File: src/rtl/core/tdtc_pkg.sv
// ----------------------------------------------------------------------------
// tdtc_pkg
// widths, constants and stage types of the tick driven timestamp clock
// ----------------------------------------------------------------------------
package tdtc_pkg;

   localparam int unsigned TICKS_PER_SECOND = 1000;

   localparam int unsigned TIME_W  = 64;
   localparam int unsigned TICK_W  = 32;
   localparam int unsigned COUNT_W = 32;
   localparam int unsigned GAP_W   = 16;

   localparam logic [GAP_W-1:0]  MIN_GAP_RESET = GAP_W'(10);
   localparam logic [TICK_W-1:0] FRAC_FULL     = 32'hFFFF_FFFF;
   localparam logic [TICK_W-1:0] FRAC_STEP     = FRAC_FULL / TICKS_PER_SECOND;

   // floor reciprocal, quotient is exact or one low
   localparam int unsigned       RECIP_SHIFT = 38;
   localparam longint unsigned   RECIP =
      (64'd1 << RECIP_SHIFT) / 64'(TICKS_PER_SECOND);
   localparam int unsigned       RECIP_W = $clog2(RECIP + 1);
   localparam int unsigned       QPROD_W = TICK_W + RECIP_W;
   localparam int unsigned       REST_W  = $clog2(TICKS_PER_SECOND + 1);

   localparam logic KIND_SET     = 1'b0;
   localparam logic KIND_ADVANCE = 1'b1;

   typedef struct packed {
      logic              kind;
      logic [TIME_W-1:0] new_time;
      logic [TICK_W-1:0] current_tick;
      logic              force_update;
   } req_item_type;

   typedef struct packed {
      logic               is_set;
      logic               advance;
      logic [TIME_W-1:0]  new_time;
      logic [COUNT_W-1:0] set_count;
   } item_type;

   typedef struct packed {
      item_type          item;
      logic [TICK_W-1:0] gap;
   } gap_item_type;

   typedef struct packed {
      item_type          item;
      logic [TICK_W-1:0] gap;
      logic [TICK_W-1:0] quot;
   } quot_item_type;

   typedef struct packed {
      item_type          item;
      logic [TICK_W-1:0] secs;
      logic [REST_W-1:0] rest;
   } rest_item_type;

   typedef struct packed {
      item_type          item;
      logic [TICK_W-1:0] secs;
      logic [TICK_W-1:0] add_frac;
   } step_item_type;

endpackage

File: src/rtl/core/tick_driven_timestamp_clock.sv
// ----------------------------------------------------------------------------
// tick_driven_timestamp_clock
// seconds.fraction timestamp advanced from a millisecond tick counter
// ----------------------------------------------------------------------------
// channel   direction   handshake              payload
// req       in          req_valid / req_stall  kind, new_time, current_tick, force_update
// rsp       out         rsp_valid / rsp_stall  local_time, time_changed, set_count
// csr       in          csr_valid / csr_ready  min_update_gap
//
// one transaction per cycle sustained while rsp_stall is low
// each result passes through the input register, gap stage, three divide/scale
// stages and the timestamp register
// synchronous reset, no clearing pass; csr_ready is always high
// rsp_stall backs up one stage at a time, req_stall rises once all are full
// ----------------------------------------------------------------------------
module tick_driven_timestamp_clock (
   input  logic                          clock,
   input  logic                          reset,
   input  logic                          req_valid,
   output logic                          req_stall,
   input  logic                          req_kind,
   input  logic [tdtc_pkg::TIME_W-1:0]   req_new_time,
   input  logic [tdtc_pkg::TICK_W-1:0]   req_current_tick,
   input  logic                          req_force_update,
   output logic                          rsp_valid,
   input  logic                          rsp_stall,
   output logic [tdtc_pkg::TIME_W-1:0]   rsp_local_time,
   output logic                          rsp_time_changed,
   output logic [tdtc_pkg::COUNT_W-1:0]  rsp_set_count,
   input  logic                          csr_valid,
   output logic                          csr_ready,
   input  logic [tdtc_pkg::GAP_W-1:0]    csr_min_update_gap
);
   import tdtc_pkg::*;

   logic           gap_valid;
   logic           gap_ready;
   gap_item_type   gap_item;
   logic           step_valid;
   logic           step_ready;
   step_item_type  step_item;

   tdtc_gate u_gate (
      .clock              (clock),
      .reset              (reset),
      .req_valid          (req_valid),
      .req_stall          (req_stall),
      .req_kind           (req_kind),
      .req_new_time       (req_new_time),
      .req_current_tick   (req_current_tick),
      .req_force_update   (req_force_update),
      .csr_valid          (csr_valid),
      .csr_ready          (csr_ready),
      .csr_min_update_gap (csr_min_update_gap),
      .out_valid          (gap_valid),
      .out_ready          (gap_ready),
      .out_item           (gap_item)
   );

   tdtc_split u_split (
      .clock     (clock),
      .reset     (reset),
      .in_valid  (gap_valid),
      .in_ready  (gap_ready),
      .in_item   (gap_item),
      .out_valid (step_valid),
      .out_ready (step_ready),
      .out_item  (step_item)
   );

   tdtc_accum u_accum (
      .clock            (clock),
      .reset            (reset),
      .in_valid         (step_valid),
      .in_ready         (step_ready),
      .in_item          (step_item),
      .rsp_valid        (rsp_valid),
      .rsp_stall        (rsp_stall),
      .rsp_local_time   (rsp_local_time),
      .rsp_time_changed (rsp_time_changed),
      .rsp_set_count    (rsp_set_count)
   );

endmodule

File: src/rtl/core/tdtc_gate.sv
// ----------------------------------------------------------------------------
// tdtc_gate
// input register, tick gap, update decision, reference tick and set count
// ----------------------------------------------------------------------------
module tdtc_gate (
   input  logic                          clock,
   input  logic                          reset,
   input  logic                          req_valid,
   output logic                          req_stall,
   input  logic                          req_kind,
   input  logic [tdtc_pkg::TIME_W-1:0]   req_new_time,
   input  logic [tdtc_pkg::TICK_W-1:0]   req_current_tick,
   input  logic                          req_force_update,
   input  logic                          csr_valid,
   output logic                          csr_ready,
   input  logic [tdtc_pkg::GAP_W-1:0]    csr_min_update_gap,
   output logic                          out_valid,
   input  logic                          out_ready,
   output tdtc_pkg::gap_item_type        out_item
);
   import tdtc_pkg::*;

   logic                in_valid_ff, in_valid_in;
   req_item_type        in_item_ff;
   logic                gate_valid_ff, gate_valid_in;
   gap_item_type        gate_item_ff, gate_item_in;
   logic [TICK_W-1:0]   last_tick_ff, last_tick_in;
   logic [COUNT_W-1:0]  sets_done_ff, sets_done_in;
   logic [GAP_W-1:0]    min_gap_ff, min_gap_in;
   logic                in_en;
   logic                gate_en;
   logic                move;
   logic [TICK_W-1:0]   gap;
   logic                is_set;
   logic                advance;

   assign gate_en   = !gate_valid_ff || out_ready;
   assign in_en     = !in_valid_ff || gate_en;
   assign req_stall = !in_en;
   assign csr_ready = 1'b1;
   assign move      = in_valid_ff && gate_en;

   assign gap     = in_item_ff.current_tick - last_tick_ff;
   assign is_set  = (in_item_ff.kind == KIND_SET);
   assign advance = !is_set &&
                    (in_item_ff.force_update || (gap >= TICK_W'(min_gap_ff)));

   always_comb begin
      in_valid_in   = in_en ? req_valid : in_valid_ff;
      gate_valid_in = gate_en ? in_valid_ff : gate_valid_ff;
      last_tick_in  = last_tick_ff;
      sets_done_in  = sets_done_ff;
      min_gap_in    = (csr_valid && csr_ready) ? csr_min_update_gap : min_gap_ff;
      if (move && (is_set || advance)) begin
         last_tick_in = in_item_ff.current_tick;
      end
      if (move && is_set) begin
         sets_done_in = sets_done_ff + COUNT_W'(1);
      end
      gate_item_in.item.is_set    = is_set;
      gate_item_in.item.advance   = advance;
      gate_item_in.item.new_time  = in_item_ff.new_time;
      gate_item_in.item.set_count = is_set ? sets_done_ff + COUNT_W'(1) : sets_done_ff;
      gate_item_in.gap            = gap;
   end

   always_ff @(posedge clock) begin
      if (reset) begin
         in_valid_ff   <= 1'b0;
         gate_valid_ff <= 1'b0;
         last_tick_ff  <= '0;
         sets_done_ff  <= '0;
         min_gap_ff    <= MIN_GAP_RESET;
      end else begin
         in_valid_ff   <= in_valid_in;
         gate_valid_ff <= gate_valid_in;
         last_tick_ff  <= last_tick_in;
         sets_done_ff  <= sets_done_in;
         min_gap_ff    <= min_gap_in;
      end
   end

   always_ff @(posedge clock) begin
      if (in_en) begin
         in_item_ff.kind         <= req_kind;
         in_item_ff.new_time     <= req_new_time;
         in_item_ff.current_tick <= req_current_tick;
         in_item_ff.force_update <= req_force_update;
      end
      if (gate_en) begin
         gate_item_ff <= gate_item_in;
      end
   end

   assign out_valid = gate_valid_ff;
   assign out_item  = gate_item_ff;

endmodule

File: src/rtl/core/tdtc_split.sv
// ----------------------------------------------------------------------------
// tdtc_split
// splits the tick gap into seconds and fraction units over three stages
// ----------------------------------------------------------------------------
module tdtc_split (
   input  logic                     clock,
   input  logic                     reset,
   input  logic                     in_valid,
   output logic                     in_ready,
   input  tdtc_pkg::gap_item_type   in_item,
   output logic                     out_valid,
   input  logic                     out_ready,
   output tdtc_pkg::step_item_type  out_item
);
   import tdtc_pkg::*;

   logic               quot_valid_ff, quot_valid_in;
   quot_item_type      quot_item_ff, quot_item_in;
   logic               rest_valid_ff, rest_valid_in;
   rest_item_type      rest_item_ff, rest_item_in;
   logic               step_valid_ff, step_valid_in;
   step_item_type      step_item_ff, step_item_in;
   logic               quot_en, rest_en, step_en;
   logic [QPROD_W-1:0] quot_prod;
   logic [TICK_W-1:0]  rem_raw;
   logic               rem_fix;

   assign step_en  = !step_valid_ff || out_ready;
   assign rest_en  = !rest_valid_ff || step_en;
   assign quot_en  = !quot_valid_ff || rest_en;
   assign in_ready = quot_en;

   // quotient estimate by reciprocal
   assign quot_prod = QPROD_W'(in_item.gap) * QPROD_W'(RECIP);

   // remainder with one correction step
   assign rem_raw = quot_item_ff.gap -
                    TICK_W'(quot_item_ff.quot * TICK_W'(TICKS_PER_SECOND));
   assign rem_fix = (rem_raw >= TICK_W'(TICKS_PER_SECOND));

   always_comb begin
      quot_valid_in = quot_en ? in_valid : quot_valid_ff;
      rest_valid_in = rest_en ? quot_valid_ff : rest_valid_ff;
      step_valid_in = step_en ? rest_valid_ff : step_valid_ff;

      quot_item_in.item = in_item.item;
      quot_item_in.gap  = in_item.gap;
      quot_item_in.quot = TICK_W'(quot_prod >> RECIP_SHIFT);

      rest_item_in.item = quot_item_ff.item;
      rest_item_in.secs = quot_item_ff.quot + TICK_W'(rem_fix);
      rest_item_in.rest = rem_fix ? REST_W'(rem_raw - TICK_W'(TICKS_PER_SECOND))
                                  : REST_W'(rem_raw);

      step_item_in.item     = rest_item_ff.item;
      step_item_in.secs     = rest_item_ff.secs;
      step_item_in.add_frac = TICK_W'(TICK_W'(rest_item_ff.rest) * FRAC_STEP);
   end

   always_ff @(posedge clock) begin
      if (reset) begin
         quot_valid_ff <= 1'b0;
         rest_valid_ff <= 1'b0;
         step_valid_ff <= 1'b0;
      end else begin
         quot_valid_ff <= quot_valid_in;
         rest_valid_ff <= rest_valid_in;
         step_valid_ff <= step_valid_in;
      end
   end

   always_ff @(posedge clock) begin
      if (quot_en) begin
         quot_item_ff <= quot_item_in;
      end
      if (rest_en) begin
         rest_item_ff <= rest_item_in;
      end
      if (step_en) begin
         step_item_ff <= step_item_in;
      end
   end

   assign out_valid = step_valid_ff;
   assign out_item  = step_item_ff;

endmodule

File: src/rtl/core/tdtc_accum.sv
// ----------------------------------------------------------------------------
// tdtc_accum
// timestamp register and result register
// ----------------------------------------------------------------------------
module tdtc_accum (
   input  logic                           clock,
   input  logic                           reset,
   input  logic                           in_valid,
   output logic                           in_ready,
   input  tdtc_pkg::step_item_type        in_item,
   output logic                           rsp_valid,
   input  logic                           rsp_stall,
   output logic [tdtc_pkg::TIME_W-1:0]    rsp_local_time,
   output logic                           rsp_time_changed,
   output logic [tdtc_pkg::COUNT_W-1:0]   rsp_set_count
);
   import tdtc_pkg::*;

   logic                rsp_valid_ff, rsp_valid_in;
   logic [TIME_W-1:0]   time_ff, time_in;
   logic                changed_ff, changed_in;
   logic [COUNT_W-1:0]  count_ff, count_in;
   logic                out_en;
   logic                move;
   logic [TICK_W:0]     frac_sum;
   logic [TICK_W-1:0]   secs_sum;

   assign out_en   = !rsp_valid_ff || !rsp_stall;
   assign in_ready = out_en;
   assign move     = in_valid && out_en;

   assign frac_sum = (TICK_W+1)'(time_ff[TICK_W-1:0]) + (TICK_W+1)'(in_item.add_frac);
   assign secs_sum = time_ff[TIME_W-1:TICK_W] + in_item.secs + TICK_W'(frac_sum[TICK_W]);

   always_comb begin
      rsp_valid_in = out_en ? in_valid : rsp_valid_ff;
      time_in      = time_ff;
      changed_in   = changed_ff;
      count_in     = count_ff;
      if (move) begin
         priority if (in_item.item.is_set) begin
            time_in = in_item.item.new_time;
         end else if (in_item.item.advance) begin
            time_in = {secs_sum, frac_sum[TICK_W-1:0]};
         end else begin
            time_in = time_ff;
         end
         changed_in = in_item.item.is_set || in_item.item.advance;
         count_in   = in_item.item.set_count;
      end
   end

   always_ff @(posedge clock) begin
      if (reset) begin
         rsp_valid_ff <= 1'b0;
         time_ff      <= '0;
      end else begin
         rsp_valid_ff <= rsp_valid_in;
         time_ff      <= time_in;
      end
   end

   always_ff @(posedge clock) begin
      changed_ff <= changed_in;
      count_ff   <= count_in;
   end

   assign rsp_valid        = rsp_valid_ff;
   assign rsp_local_time   = time_ff;
   assign rsp_time_changed = changed_ff;
   assign rsp_set_count    = count_ff;

endmodule

File: config.mk
export PLATFORM = sky130hd
export DESIGN_NAME = tick_driven_timestamp_clock
export DESIGN_NICKNAME = d
export VERILOG_FILES = /design/src/rtl/core/tdtc_pkg.sv /design/src/rtl/core/tick_driven_timestamp_clock.sv /design/src/rtl/core/tdtc_gate.sv /design/src/rtl/core/tdtc_split.sv /design/src/rtl/core/tdtc_accum.sv
export SDC_FILE = /design/constraint.sdc
export NUM_CORES = 2
export LEC_CHECK = 0
export BUFFER_PORTS_ARGS = -buffer_cell sky130_fd_sc_hd__buf_2
export CAP_MARGIN = 20
export CORE_UTILIZATION = 40
export CTS_CLUSTER_SIZE = 20
export DETAILED_ROUTE_END_ITERATION = 8
export GPL_TIMING_DRIVEN = 0
export SKIP_LAST_GASP = 1
export SLEW_MARGIN = 25
export SYNTH_ARGS = -nofsm -noshare
export SYNTH_HDL_FRONTEND = slang
export SYNTH_SLANG_ARGS = --single-unit
File: constraint.sdc
create_clock -name clock -period 9.8 [get_ports clock]
set_input_delay 1.96 -clock clock [delete_from_list [all_inputs] [get_ports clock]]
set_output_delay 1.96 -clock clock [all_outputs]
set_load 0.005 [all_outputs]
# Yosys cells after proc, flatten, opt, wreduce, memory -nomap -nowiden
# Index checks and enable logic that the tools add are counted.
[word_totals] regBits=866 in_bits=119 word_cells=81
[classes] addsub=8 multipliers=3 magnitude_cmp=2 mux=4 n_bitwise=1 n_reduce_logical=24
[op_table] operator="$mux 64" n=2
[op_table] operator="$sub 32x32->32" n=2
[op_table] operator="$mul 32x28->60 const B" n=1
[op_table] operator="$add 32x32->33" n=1
[op_table] operator="$add 32x1->32" n=1
[op_table] operator="$add 32x1->32 const B" n=1
[op_table] operator="$add 32x32->32" n=1
[op_table] operator="$ge 32x10->1 const B" n=1
[op_table] operator="$ge 32x16->1" n=1
[op_table] operator="$mul 10x23->32 const B" n=1
[op_table] operator="$mux 32" n=1
[op_table] operator="$mul 23x7->29 const B" n=1
[op_table] operator="$add 23x1->24" n=1
[op_table] operator="$mux 10" n=1
[op_table] operator="$sub 10x10->10 const B" n=1
[op_table] operator="$logic_or 1x1->1" n=9
[op_table] operator="$logic_not 1->1" n=8
[op_table] operator="$logic_and 1x1->1" n=5
[op_table] operator="$reduce_and 2->1" n=1
[op_table] operator="$reduce_bool 2->1" n=1
[op_table] operator="$not 1->1" n=1

# Logic depth before layout (Yosys ltp)
[depth] depth_word=8 mapped_depth=38 depth_no_buf=37

# Modules after synthesis
# A second synthesis with hierarchy kept.
[hier_totals] hier_cells=4640 hier_area_um2=55296.8
[by_module_without_submodules] module="tdtc_split" instances=1 cells_each=2815 area_each_um2=35444.0 seq_area_each_um2=13242.7
[by_module_without_submodules] module="tdtc_gate" instances=1 cells_each=1020 area_each_um2=13030.0 seq_area_each_um2=8488.1
[by_module_without_submodules] module="tdtc_accum" instances=1 cells_each=805 area_each_um2=6822.8 seq_area_each_um2=2292.2

# Worst setup path after synthesis
# OpenSTA, ideal clock, no wires.
[synth_timing] path_kind="register -> register" start="register u_split.quot_item_ff[0] (netlist name)" end="register u_split.rest_item_ff[32] (netlist name), data pin" setup_time_ns=0.265 t_arrival_ns=8.353 slack_ns=1.182 path_stages_with_launch=38 n_path_buf=1 period_less_slack_ns=8.618 path_cell_list="edfxtp_1 fa_1 fa_1 inv_1 fa_1 fa_1 inv_1 ha_1 o21ai_0 a21oi_1 o21a_1 o22a_1 a211oi_1 a31oi_1 o21ai_0 o21a_1 o2111ai_1 xnor2_1 [2 not listed] a21o_1 a22oi_1 or4b_1 a2111o_1 nor4_2 nand4_1 or4_1 or4b_4 nor2_4 inv_1 ha_1 ha_1 nand4_1 nor2_1 nand4_1 nor2_1 nand3_1 xnor2_1"
[synth_lines] element="start, declared" line_no="tdtc_split.sv:18" source="quot_item_type quot_item_ff, quot_item_in;"
[synth_lines] element="start signal, assigned" line_no="tdtc_split.sv:74" source="quot_item_ff <= quot_item_in;"
[synth_lines] element="end signal, assigned" line_no="tdtc_split.sv:77" source="rest_item_ff <= rest_item_in;"
[synth_lines] element="end, declared" line_no="tdtc_split.sv:20" source="rest_item_type rest_item_ff, rest_item_in;"

==> results.rst <==
.. list-table::
   :header-rows: 1

   * - Metric
     - Value
   * - Cell Rows
     - 135
   * - Hold Worst Slack
     - 0.386 ns
   * - Source of the worst register-to-register timing path
     - u_split.quot_item_ff[2]$_DFFE_PP_
   * - Met2 usage
     - 32.9%
   * - Clock-pin slew on the worst setup and hold paths
     - 0.06 ns
   * - Master of the slowest instance on the critical path
     - or4b_4
   * - Utilization of the core after routing
     - 45.7%
   * - Startpoint Class
     - flip-flop
   * - Area growth from synthesis to layout
     - 12.9%
   * - Final setup viols
     - 0
   * - I/O pin cnt
     - 219
   * - Sinks on the clock net
     - 850
   * - Reg-to-reg endpoint
     - u_split.rest_item_ff[32]$_DFFE_PP_
   * - Worst Setup Slack, final
     - 0.333 ns
   * - Outcome
     - complete, no violations
   * - Clk Latency, worst-skew pair
     - 0.71 ns
   * - Number of antenna violations at the first check in global routing
     - 5
   * - Critical Path Source
     - u_split.quot_item_ff[2]$_DFFE_PP_
   * - Half-perimeter wire length after detailed placement
     - 110000 um
   * - Most utilized layer in the global route result
     - met2
   * - Max Fanout on Critical Path
     - 9
   * - R2r worst-path depth
     - 37
   * - Fill count
     - 12400
   * - Global routing usage on met3
     - 3.23%
   * - Number of buffers inserted for hold repair after clock tree synthesis
     - 0
   * - Number of cells on the worst hold path
     - 0
   * - Via/cell ratio
     - 5.18
   * - Longest Clk Path Bufs
     - 3
   * - Pins over their slew limit
     - 0
   * - Pin count of the biggest net entering global routing
     - 91
   * - Total clock buffers created by CTS
     - 92
   * - Mapped Avg Cell Area
     - 11.8 um2
   * - Worst clock skew
     - 0.0414 ns
   * - Routability cong.
     - 0.943
   * - Period Utilization, post-route
     - 96.6%
   * - Library cell appearing most often on the critical path
     - fa_1
   * - Initial cell density of the core
     - 40.4%
   * - Crit path arrival time
     - 9.89 ns
   * - Post-synthesis net count
     - 5842
   * - Post-synthesis cell area
     - 55000 um2
   * - Wire length of the first global-routing pass
     - 215000 um
   * - Synth Register Bits
     - 850
   * - Total number of vias
     - 35600
   * - Type of the setup path with the least slack
     - reg2reg
   * - Drt total wl
     - 140000 um
   * - Async set or reset register ratio after synthesis
     - 0%
   * - Mean routed wirelength per cell
     - 20.3 um
   * - Hold Startpoint
     - u_split.quot_item_ff[33]$_DFFE_PP_
   * - Area of the placeable core
     - 136000 um2
   * - Cell count after synthesis
     - 4671
   * - Port bufs
     - 216
   * - Die Span X
     - 373 um
   * - Relative slew slack
     - 24.0%
   * - Overall die area
     - 139000 um2
   * - FMAX
     - 106 MHz
   * - Tightest Pin Transition
     - 1.13 ns
   * - Required arrival time at the worst endpoint
     - 10.22 ns
   * - Post-detailed-route DRC marker count
     - 0
   * - Dominant register cell in the synthesized netlist
     - edfxtp_1
   * - Initial detailed-routing violation count
     - 2379
   * - Vertical extent of the die
     - 373 um
   * - Global routing met1 resource utilization
     - 27.8%
   * - Critical Path Sink
     - u_split.rest_item_ff[32]$_DFFE_PP_
   * - TritonCTS clock tree
     - built
   * - Synthesis warning total
     - 0
   * - Register area share after synthesis
     - 43.7%
   * - GRT Util Overall
     - 20.3%
   * - Final critical path time including I/O delays and setup
     - 9.47 ns
   * - Kind of path behind the tightest hold check
     - reg2reg
   * - Total iterations of the first detailed-routing run
     - 8
   * - Synth unique cells
     - 81
   * - Critical Path Max Stage Delay
     - 0.62 ns
   * - Root Driver
     - clkbuf_16
   * - Reg2reg setup slack
     - 0.33 ns
   * - Crit. End Element
     - flip-flop
   * - Final hold vios
     - 0
   * - Worst slack at placement
     - -0.162 ns
   * - DRT antenna net count
     - 0
   * - Congestion Overflow GR
     - 0
   * - Via count of the first global-routing pass
     - 36400
   * - Number of levels the H-tree was split into
     - 3
   * - Number of violations of the max-capacitance limit
     - 0
   * - Count of flip-flops with a built-in enable after synthesis
     - 700
   * - Net count, final
     - 6193
   * - Layout cell share with drive strength beyond 1
     - 9.12%
[layout by cell type (no fill, tap or decap), types with 45 or more instances in the layout]
cell type / synthesis / routed
nor3_1: 45 / 45
inv_1: 835 / 824
a31oi_1: 60 / 59
o21ai_0: 159 / 156
clkbuf_16: 0 / 93
nand2_1: 188 / 186
edfxtp_1: 700 / 700
ha_1: 650 / 646
buf_2: 3 / 218
dfxtp_1: 150 / 150
a21oi_1: 196 / 196
xor2_1: 95 / 95
o211ai_1: 66 / 66
nand4_1: 62 / 62
a21o_1: 69 / 69
clkbuf_1: 88 / 98
nand3_1: 94 / 93
nor2_1: 212 / 211
fa_1: 402 / 402
xnor2_1: 137 / 136
[kinds of logic (layout without fill, tap and decap cells)]
logic type	count (synthesis)	after routing	synth area share [%]
xor gates and xnor gates	232	232	3.69
DFF	850	850	43.7
AOI/OAI and AO/OA	770	770	9.05
other	1	2	0.00682
adders and majority gates	1052	1052	29.4
buffers and inverters	936	1364	6.40
muxes	25	25	0.462
and+or+nand+nor	805	805	7.29
[critical path: cells and delay by family, from the launching register on]
family / cells / cell delay (ns)
compound gates: 12 / 2.26
buf+inv: 4 / 0.41
simple gates: 11 / 2.68
xor+xnor: 2 / 0.33
flops: 1 / 0.51
fa+ha+maj: 8 / 3.01
[cell type report]
type,instances,area [um2],share of cell area (%)
antenna,1,2.50,0.00403
buffer,99,383,0.617
clock buffer,109,2400,3.86
clock inverter,62,742,1.20
inverter,835,3160,5.09
multi-input combinational,2885,27500,44.4
sequential,850,24000,38.7
tap,1781,2230,3.59
timing repair buffer,259,1590,2.56
[per-layer routing]
layer / routed length (um) / vias up / share of wire (%)
li1: - / 17000 / -
met1: 63800 / 17500 / 46
met2: 64900 / 902 / 46
met3: 6890 / 218 / 4.9
met4: 4240 / 4 / 3.0
met5: 27 / - / 0.019
[flip-flops by register name (all words and copies together), names as in the netlist]
| register | cells |
|---|---|
| u_gate.out_item | 130 |
| u_gate.last_tick_ff | 32 |
| u_gate.out_valid | 1 |
| u_split.quot_item_ff | 153 |
| u_gate.in_item_ff | 34 |
| u_gate.in_valid_ff | 1 |
| u_split.rest_valid_ff | 1 |
| u_split.out_item | 154 |
| u_split.quot_valid_ff | 1 |
| u_split.rest_item_ff | 132 |
| u_accum.rsp_local_time | 64 |
| u_accum.rsp_time_changed | 1 |
| u_gate.sets_done_ff | 32 |
| u_split.out_valid | 1 |
| u_accum.rsp_valid | 1 |
| u_gate.gate_item_in | 64 |
| u_accum.rsp_set_count | 32 |
| u_gate.min_gap_ff | 16 |
[how the worst min path moves through the flow]
stage                                     endpoint
3_5_place_dp   u_accum.rsp_set_count[10]$_DFFE_PP_
6_report         u_split.rest_item_ff[1]$_DFFE_PP_
5_1_grt        u_split.rest_item_ff[139]$_DFFE_PP_
2_1_floorplan   u_accum.rsp_set_count[0]$_DFFE_PP_
3_3_place_gp        u_gate.out_item[127]$_DFFE_PP_
4_1_cts          u_split.rest_item_ff[1]$_DFFE_PP_
[Yosys cell counts (33+ instances only)]
library cell  count  share of area, %
nor2_1          212               1.4
xnor2_1         137               2.2
a31oi_1          60              0.68
and4_1           38              0.61
xor2_1           95               1.5
inv_1           835               5.7
edfxtp_1        700                38
and3_1           37              0.42
dfxtp_1         150               5.5
a21oi_1         196               1.8
o211ai_1         66              0.90
a21o_1           69              0.94
nand4_1          62              0.71
a211oi_1         34              0.46
clkbuf_1         88              0.60
ha_1            650                15
o21a_1           33              0.45
fa_1            402                15
o21ai_0         159               1.4
nand2_1         188               1.3
nand3_1          94              0.86
nor3_1           45              0.41
[through the flow]
step	instances	setup TNS, ns	area [um2]
after floorplan	4671	0	55000
after global placement	6668	-12.36	58300
after detailed placement	6680	-0.366	58600
after CTS	6856	0	61800
after global routing	6880	-0.178	62100
final	6881	0	62100
[repair_timing]
action                                  CTS  global route
pin swaps                                 0            16
setup buffers                             5            26
endpoints found under the setup margin    3            12
resized for setup                         2            22
Power is not shown: default switching activity piles up to over one toggle a cycle in this logic, so the estimate is an artifact.
